**config.mk**
```make
export PLATFORM = sky130hd
export DESIGN_NAME = can_log_line_parser_unit
export DESIGN_NICKNAME = d
export VERILOG_FILES = /design/src/hw/rtl/clp_pkg.sv /design/src/hw/rtl/clp_line_core.sv /design/src/hw/rtl/can_log_line_parser_unit.sv
export SDC_FILE = /design/constraint.sdc
export NUM_CORES = 1
export LEC_CHECK = 0
export ABC_AREA = 1
export BUFFER_PORTS_ARGS = -buffer_cell sky130_fd_sc_hd__clkbuf_2
export CAP_MARGIN = 20
export CORE_MARGIN = 2
export CORE_UTILIZATION = 33
export DETAILED_ROUTE_END_ITERATION = 12
export GPL_ROUTABILITY_DRIVEN = 0
export SYNTH_ARGS = -nofsm -noshare
export SYNTH_HDL_FRONTEND = slang
export SYNTH_SLANG_ARGS = --single-unit
```
**constraint.sdc**
```tcl
create_clock -name aclk -period 7.2 [get_ports aclk]
set_input_delay 1.44 -clock aclk [delete_from_list [all_inputs] [get_ports aclk]]
set_output_delay 1.44 -clock aclk [all_outputs]
set_load 0.005 [all_outputs]
```
**src/hw/rtl/clp_pkg.sv**
```systemverilog
// Package for the log line parser: widths, character codes, the line state and the result
// record. It has no dependencies and is shared by the parser core and the top level.
`default_nettype none

package clp_pkg;

    localparam int LINE_CAPACITY = 80;
    localparam int MAX_BYTES     = 8;

    localparam int LINE_LEN_W = $clog2(LINE_CAPACITY);
    localparam int COUNT_W    = 4;
    localparam int ID_W       = 32;
    localparam int DATA_W     = 64;
    localparam int CHAR_W     = 8;

    localparam logic [LINE_LEN_W-1:0] LINE_KEEP_MAX = LINE_LEN_W'(LINE_CAPACITY - 1);
    localparam logic [COUNT_W-1:0]    BYTE_LIMIT    = COUNT_W'(MAX_BYTES);

    localparam logic [CHAR_W-1:0] CHAR_HASH  = 8'h23;
    localparam logic [CHAR_W-1:0] CHAR_BANG  = 8'h21;
    localparam logic [CHAR_W-1:0] CHAR_SPACE = 8'h20;
    localparam logic [CHAR_W-1:0] CHAR_LF    = 8'h0A;
    localparam logic [CHAR_W-1:0] CHAR_CR    = 8'h0D;

    localparam logic [1:0] PHASE_NONE  = 2'd0;
    localparam logic [1:0] PHASE_DIGIT = 2'd1;
    localparam logic [1:0] PHASE_OTHER = 2'd2;

    localparam logic EVENT_FRAME = 1'b0;
    localparam logic EVENT_STOP  = 1'b1;

    typedef struct packed {
        logic [LINE_LEN_W-1:0] line_length;
        logic                  first_is_bang;
        logic                  hash_seen;
        logic [ID_W-1:0]       token_value;
        logic                  token_ended;
        logic [ID_W-1:0]       latched_id;
        logic [DATA_W-1:0]     data_bytes;
        logic [COUNT_W-1:0]    data_count;
        logic [1:0]            pair_phase;
        logic [3:0]            high_nibble;
        logic                  data_done;
    } clp_state_t;

    typedef struct packed {
        logic               event_kind;
        logic [ID_W-1:0]    frame_id;
        logic [COUNT_W-1:0] byte_count;
        logic [DATA_W-1:0]  payload;
    } clp_result_t;

    typedef struct packed {
        logic is_hex;
        logic [3:0] value;
    } clp_hex_t;

    function automatic clp_hex_t hex_decode(input logic [CHAR_W-1:0] c);
        clp_hex_t h;
        h.is_hex = 1'b1;
        h.value  = 4'h0;
        if (c >= 8'h30 && c <= 8'h39) begin
            h.value = 4'(c - 8'h30);
        end else if (c >= 8'h61 && c <= 8'h66) begin
            h.value = 4'(c - 8'h57);
        end else if (c >= 8'h41 && c <= 8'h46) begin
            h.value = 4'(c - 8'h37);
        end else begin
            h.is_hex = 1'b0;
        end
        return h;
    endfunction

endpackage

`default_nettype wire

```
**src/hw/rtl/clp_line_core.sv**
```systemverilog
// Combinational parsing step: from the current line state and one character it forms the
// next line state and any result. Depends on clp_pkg.
`default_nettype none

module clp_line_core (
    input  wire logic                  play_en,
    input  wire logic [7:0]            char_in,
    input  wire clp_pkg::clp_state_t   cur_state,
    output clp_pkg::clp_state_t        next_state,
    output logic                       emit,
    output logic                       stop,
    output clp_pkg::clp_result_t       result
);
    import clp_pkg::*;

    function automatic clp_state_t store_byte(input clp_state_t s, input logic [7:0] b);
        clp_state_t r;
        r = s;
        for (int i = 0; i < MAX_BYTES; i++) begin
            if (s.data_count == COUNT_W'(i)) begin
                r.data_bytes[i*8 +: 8] = b;
            end
        end
        if (s.data_count < BYTE_LIMIT) begin
            r.data_count = s.data_count + 1'b1;
        end
        r.pair_phase = PHASE_NONE;
        if (r.data_count >= BYTE_LIMIT) begin
            r.data_done = 1'b1;
        end
        return r;
    endfunction

    clp_hex_t   hex;
    clp_state_t fin;
    logic       is_eol;

    assign hex    = hex_decode(char_in);
    assign is_eol = (char_in == CHAR_LF) || (char_in == CHAR_CR);

    always_comb begin
        next_state = cur_state;
        fin        = cur_state;
        emit       = 1'b0;
        stop       = 1'b0;
        result     = '0;
        if (play_en) begin
            if (is_eol) begin
                if (cur_state.line_length != '0) begin
                    if (cur_state.first_is_bang) begin
                        emit              = 1'b1;
                        stop              = 1'b1;
                        result.event_kind = EVENT_STOP;
                    end else if (cur_state.hash_seen) begin
                        if (!cur_state.data_done && cur_state.pair_phase != PHASE_NONE) begin
                            fin = store_byte(cur_state,
                                (cur_state.pair_phase == PHASE_DIGIT) ?
                                {cur_state.high_nibble, 4'h0} : 8'h00);
                        end
                        emit              = 1'b1;
                        result.event_kind = EVENT_FRAME;
                        result.frame_id   = fin.latched_id;
                        result.byte_count = fin.data_count;
                        result.payload    = fin.data_bytes;
                    end
                    next_state = '0;
                end
            end else if (cur_state.line_length < LINE_KEEP_MAX) begin
                if (cur_state.line_length == '0 && char_in == CHAR_BANG) begin
                    next_state.first_is_bang = 1'b1;
                end
                if (!cur_state.hash_seen) begin
                    if (char_in == CHAR_HASH) begin
                        next_state.latched_id = cur_state.token_value;
                        next_state.hash_seen  = 1'b1;
                    end else if (char_in == CHAR_SPACE) begin
                        next_state.token_value = '0;
                        next_state.token_ended = 1'b0;
                    end else if (!cur_state.token_ended) begin
                        if (!hex.is_hex) begin
                            next_state.token_ended = 1'b1;
                        end else if (cur_state.token_value[ID_W-1 -: 4] != 4'h0) begin
                            next_state.token_value = '1;
                        end else begin
                            next_state.token_value = {cur_state.token_value[ID_W-5:0], hex.value};
                        end
                    end
                end else if (!cur_state.data_done) begin
                    case (cur_state.pair_phase)
                        PHASE_NONE: begin
                            next_state.pair_phase  = hex.is_hex ? PHASE_DIGIT : PHASE_OTHER;
                            next_state.high_nibble = hex.is_hex ? hex.value : 4'h0;
                        end
                        PHASE_DIGIT: begin
                            next_state = store_byte(cur_state, hex.is_hex ?
                                {cur_state.high_nibble, hex.value} :
                                {4'h0, cur_state.high_nibble});
                        end
                        default: begin
                            next_state = store_byte(cur_state, 8'h00);
                        end
                    endcase
                end
                next_state.line_length = cur_state.line_length + 1'b1;
            end
        end
    end

endmodule

`default_nettype wire

```
**src/hw/rtl/can_log_line_parser_unit.sv**
```systemverilog
// Log line parser top level: input register, line state, playback enable and result register.
// The result request is registered: an accepted character passes the input register, then the result register.
// Throughput: one character per cycle while m_ready is high; the single parse step between
// the input register and the result register sets that figure.
// Reset (aresetn, synchronous, active low) clears the line state, the enable and both stages.
// Depends on clp_pkg and clp_line_core.
`default_nettype none

module can_log_line_parser_unit (
    input  wire logic        aclk,
    input  wire logic        aresetn,
    input  wire logic        cfg_wr_en,
    input  wire logic        cfg_wr_data,
    input  wire logic        s_valid,
    output logic             s_ready,
    input  wire logic [7:0]  s_char_in,
    output logic             m_valid,
    input  wire logic        m_ready,
    output logic             m_event_kind,
    output logic [31:0]      m_frame_id,
    output logic [3:0]       m_byte_count,
    output logic [63:0]      m_payload
);
    import clp_pkg::*;

    logic        in_valid_reg;
    logic [7:0]  char_reg;
    logic        play_reg;
    clp_state_t  state_reg;
    clp_state_t  state_next;
    logic        out_valid_reg;
    clp_result_t out_reg;
    clp_result_t result;
    logic        emit;
    logic        stop;
    logic        advance;

    assign advance = in_valid_reg && (!out_valid_reg || m_ready);
    assign s_ready = !in_valid_reg || advance;

    clp_line_core u_core (
        .play_en    (play_reg),
        .char_in    (char_reg),
        .cur_state  (state_reg),
        .next_state (state_next),
        .emit       (emit),
        .stop       (stop),
        .result     (result)
    );

    always_ff @(posedge aclk) begin
        if (!aresetn) begin
            in_valid_reg  <= 1'b0;
            play_reg      <= 1'b0;
            state_reg     <= '0;
            out_valid_reg <= 1'b0;
        end else begin
            if (s_ready) begin
                in_valid_reg <= s_valid;
            end
            if (cfg_wr_en) begin
                play_reg <= cfg_wr_data;
            end else if (advance && stop) begin
                play_reg <= 1'b0;
            end
            if (advance) begin
                state_reg     <= state_next;
                out_valid_reg <= emit;
            end else if (m_ready) begin
                out_valid_reg <= 1'b0;
            end
        end
    end

    always_ff @(posedge aclk) begin
        if (s_valid && s_ready) begin
            char_reg <= s_char_in;
        end
        if (advance && emit) begin
            out_reg <= result;
        end
    end

    assign m_valid      = out_valid_reg;
    assign m_event_kind = out_reg.event_kind;
    assign m_frame_id   = out_reg.frame_id;
    assign m_byte_count = out_reg.byte_count;
    assign m_payload    = out_reg.payload;

endmodule

`default_nettype wire

```
# Word-level counts from Yosys, hierarchy flattened
# Index checks and enable logic that the tools add are counted.
[classes]
n_addsub = 5
magnitude_cmp = 11
eq_ne = 21
mux = 90
bitwise = 4
reduce_logical = 56
[ops]
columns = ["operator", "count"]
rows = [
  ["$mux W149", 3],
  ["$pmux W135 S2", 1],
  ["$mux W8", 26],
  ["$mux W75", 2],
  ["$mux W142", 1],
  ["$mux W33", 3],
  ["$mux W32", 3],
  ["$mux W4", 23],
  ["$reduce_and A8 Y1", 9],
  ["$mux W66", 1],
  ["$reduce_bool A2 Y1", 15],
  ["$eq A8 B6 Y1 const B", 3],
  ["$mux W1", 24],
  ["$reduce_and A6 Y1", 4],
  ["$eq A4 B3 Y1 const B", 4],
  ["$eq A8 B4 Y1 const B", 2],
  ["$ge A8 B7 Y1 const B", 2],
  ["$le A8 B7 Y1 const B", 2],
  ["$reduce_and A7 Y1", 2],
  ["$ge A4 B4 Y1 const B", 3],
  ["$logic_and A1 B1 Y1", 9],
  ["$eq A4 B2 Y1 const B", 2],
  ["$ge A8 B6 Y1 const B", 1],
  ["$le A8 B6 Y1 const B", 1],
  ["other kinds (30)", 41],
]
[word_totals]
reg_bits = 261
input_bits = 14
output_inout_bits = 103

# Logic depth before layout (Yosys ltp)
[logic_depth]
depth_word = 15
depth_mapped = 13
depth_no_buf = 12

# By module
# A second synthesis with hierarchy kept.
[hier_totals]
hier_cells = 1874
hier_area_um2 = 13779.5
[by_module_without_submodules]
columns = ["module", "instances", "cells_per_inst", "area_per_inst_um2"]
rows = [
  ["can_log_line_parser_unit", 1, 775, 8520.7],
  ["clp_line_core", 1, 1099, 5258.8],
]

# Least setup slack after synthesis
# Ideal clock, no wire load.
[synth_path]
kind = "input-to-reg"
from = "input port m_ready"
to = "register out_reg, in the netlist m_byte_count[0] (enable)"
setup_ns = 0.454
arrival_time_ns = 3.768
slack_ns = 2.977
cell_stages = 5
n_path_buf = 0
cell_sequence = "or2_2 > nand2_1 > a21oi_1 > nand2_1 > inv_1"
[synth_between]
elab_chain_cells = 3
[synth_lines]
columns = ["item", "line_no", "rtl"]
rows = [
  ["start: declaration", "can_log_line_parser_unit.sv:18", "input wire logic m_ready,"],
  ["$logic_or A1 B1 Y1", "can_log_line_parser_unit.sv:38", "assign advance = in_valid_reg && (!out_valid_reg || m_ready);"],
  ["$logic_and A1 B1 Y1", "can_log_line_parser_unit.sv:38", ""],
  ["$logic_and A1 B1 Y1", "can_log_line_parser_unit.sv:79", "if (advance && emit) begin"],
  ["end signal: assignment", "can_log_line_parser_unit.sv:80", "out_reg <= result;"],
  ["end: declaration", "can_log_line_parser_unit.sv:32", "clp_result_t out_reg;"],
]
# No other way between the ends.
# A chain may end at the register's enable or synchronous reset.

# Worst setup path in the final report
[layout_path]
from = "register char_reg[1]"
to = "register out_reg, in the netlist m_payload[21] (enable)"
[layout_between]
elab_chain_cells = 5
elab_cells_between_ends = 6
[layout_lines]
columns = ["item", "line_no", "rtl"]
rows = [
  ["start: declaration", "can_log_line_parser_unit.sv:27", "logic [7:0] char_reg;"],
  ["start signal: assignment", "can_log_line_parser_unit.sv:77", "char_reg <= s_char_in;"],
  ["$eq A8 B4 Y1", "clp_line_core.sv:39", "assign is_eol = (char_in == CHAR_LF) || (char_in == CHAR_CR);"],
  ["$logic_or A1 B1 Y1 (*)", "clp_line_core.sv:39", ""],
  ["$mux W1 (*)", "clp_line_core.sv:48", "if (is_eol) begin"],
  ["$mux W1 (*)", "clp_line_core.sv:47", "if (play_en) begin"],
  ["$logic_and A1 B1 Y1 (*)", "can_log_line_parser_unit.sv:79", ""],
]
# Every way passes the cells marked *; elsewhere a longest branch is shown, timed or not.

==> flow_metrics.py <==
metrics = {
    "cts": {
        "cts.sinks": 261,
        "clkTransAtPathRegs_ns": 0.06,
        "cts_tree": "done",
        "holdBufCountCts": 0,
        "ctsResizeCount": 0,
        "post_cts_buffers": 0,
        "cts_buffers": 29,
        "cts_buffer_depth": 3,
        "h-tree-depth": 1,
        "insertion_delay_ns": 0.55,
        "cts_root_buffer": "clkbuf_16",
    },
    "synthesis": {
        "synth_most_common_cell": "nand2_1",
        "synth-async-reset-ratio_pct": 0,
        "synth_flop_cell": "dfxtp_1",
        "ys_warn_count": 0,
        "ys_top_cells_by_count": "nand2_1, nor2_1, a21oi_1",
        "syn_nets": 1323,
        "synth_area_leaders": "edfxtp_1, dfxtp_1, nand2_1, a21oi_1, nor2_1",
        "synth_edf_count": 109,
        "synth_cell_types": 37,
        "synth_top_area_cell": "edfxtp_1",
        "synth-seq-cells": 261,
        "syn_area_um2": 11100,
        "syn_area_per_cell_um2": 8.57,
        "yosysTopAreaCellShare_pct": 29.4,
        "synthCells": 1299,
        "seq_area_frac_synth_pct": 56.7,
    },
    "placed_design": {
        "dp_hpwl_um": 16700,
        "place_ws_ns": 3.41,
        "portBuffers": 116,
        "placed_cells": 1803,
    },
    "sta": {
        "slew_viol_final": 0,
        "clock.fmax_mhz": 264,
        "rsz0062_at_grt": "false",
        "tightest_slew_ns": 0.963,
        "final_hold_viol_count": 0,
        "fin_crit_sh_pct": 52.5,
        "setup_violations": 0,
        "setup_tns_ns": 0,
        "skew_ns": 0.0178,
        "slew_headroom_pct": 35.8,
        "timing.final.ws_setup_ns": 3.42,
        "fin_crit_ns": 3.78,
    },
    "detailed_routing": {
        "first_pass_iters": 7,
        "wl_per_cell_um": 14.0,
        "drc": 0,
        "wl_um": 26100,
        "ant_nets": 0,
        "viasPerCell": 4.71,
        "drt-initial-drc-count": 737,
        "vias": 8751,
    },
    "finish": {
        "diodes": 0,
        "syn_to_final_growth_pct": 15.8,
        "drive_above_1_share_pct": 14.6,
        "fin_cells": 1857,
        "largest_reg_flops": 149,
        "nets": 1410,
    },
    "worst_setup_path": {
        "crit_type": "register to register",
        "crit_path_start": "char_reg[1]",
        "worstReg2RegStart": "char_reg[1]",
        "cp_cell_sequence": "inv_1, ha_1, nor2_1, nor2_1, nand3_2, nor3_1, nand2_1, inv_4, buf_4",
        "crit_slowest_cell": "buf_4",
        "crit_path_end_kind": "register",
        "arrival_ns": 3.95,
        "cp-endpoint": "m_payload[21]",
        "crit_top_cell": "nor2_1",
        "critPathLaunchType": "register",
        "crit-reg2reg-capture": "m_payload[21]",
        "critical-path-max-stage-delay_ns": 0.78,
        "reg2regPathDepth": 9,
        "crit_required_ns": 7.37,
        "crit_fanout": 68,
        "regToRegSetupSlack_ns": 3.42,
    },
    "status": {
        "status": "complete, no violations",
    },
    "flow_run": {
        "maxCapViolations": 0,
    },
    "power": {
        "power.leakage_nw": 4.62,
        "peakVddDrop_uv": 172,
        "power_density_nw_per_um2": 238,
    },
    "floorplan": {
        "core_area_um2": 33400,
        "ios": 117,
        "dieHeight_um": 188,
        "die_w_um": 188,
        "start_util_pct": 33.4,
        "rows": 67,
        "dieArea_um2": 35200,
    },
    "global_route": {
        "antenna_found_initial": 0,
        "grt_first_pass_wirelength_um": 41800,
        "grt_max_degree": 92,
        "grt.overflow.total": 0,
        "grt.total_usage_pct": 14.5,
        "first_global_vias": 8150,
    },
    "worst_hold_path": {
        "hp-class": "register to register",
    },
}
==> metal layers <==
layer	share of wire [%]	global-route usage [%]	vias to the layer above
met1	48	20.1	4062
li1	-	-	4426
met5	0	0	-
met4	2.4	4.66	0
met2	45	23.1	227
met3	5.3	2.30	36
==> power breakdown <==
group,internal (mW),switching [mW]
clock network,0.887,0.585
registers,1.53,0.00408
logic,0.0119,0.0422
total,2.43,0.631
==> critical path: cells and delay by family (launching register included) <==
kind / cells / cell delay, ns
DFF: 1 / 0.44
and+or+nand+nor: 5 / 1.38
buffers and inverters: 3 / 1.29
adders and majority gates: 1 / 0.24
==> cell usage in the layout, fill, tap and decap left out, drive strengths merged, types with 12 or more instances in the layout <==
cell type / count
nor3: 37
nor2: 182
clkinv: 12
edfxtp: 109
inv: 129
clkbuf: 154
dfxtp: 152
a21oi: 172
nand3: 101
nand2: 278
o21ai: 43
==> cells by family (layout without fill, tap and decap cells) <==
kind of cell / count (synthesis) / after routing / share of synthesized area (%)
simple gates: 605 / 605 / 23.1
flops: 261 / 261 / 56.7
compound gates: 226 / 226 / 10.9
buf+inv: 196 / 306 / 8.15
fa+ha+maj: 10 / 10 / 1.12
xor+xnor: 1 / 1 / 0.0787
==> per-stage QoR <==
stage	util [%]	hold slack (ns)	power [mW]	cell area, um^2
after floorplan	-	0.440	1.61	11100
after global placement	35.8	0.452	1.62	11900
after detailed placement	35.8	0.456	1.62	11900
after CTS	38.6	0.465	3.10	12900
after global routing	38.6	0.482	3.17	12900
final	38.6	0.464	3.06	12900
==> worst min path at each step <==
stage                              from  cells after the start       endpoint  slack [ns]
after global routing      state_reg[53]                      2  state_reg[53]        0.48
after floorplan           state_reg[24]                      2  state_reg[24]        0.44
after CTS                 state_reg[31]                      2  state_reg[31]        0.46
final                     state_reg[23]                      2  state_reg[23]        0.46
after global placement    state_reg[23]                      2  state_reg[23]        0.45
after detailed placement  state_reg[23]                      2  state_reg[23]        0.46
==> cell type report <==
type / count / area, um^2
fill: 3457 / 20500
sequential: 261 / 6320
multi-input combinational: 842 / 3940
clock buffer: 38 / 759
timing repair buffer: 123 / 633
tap: 448 / 561
inverter: 129 / 490
clock inverter: 16 / 194
(Power assumes the default switching activity.)
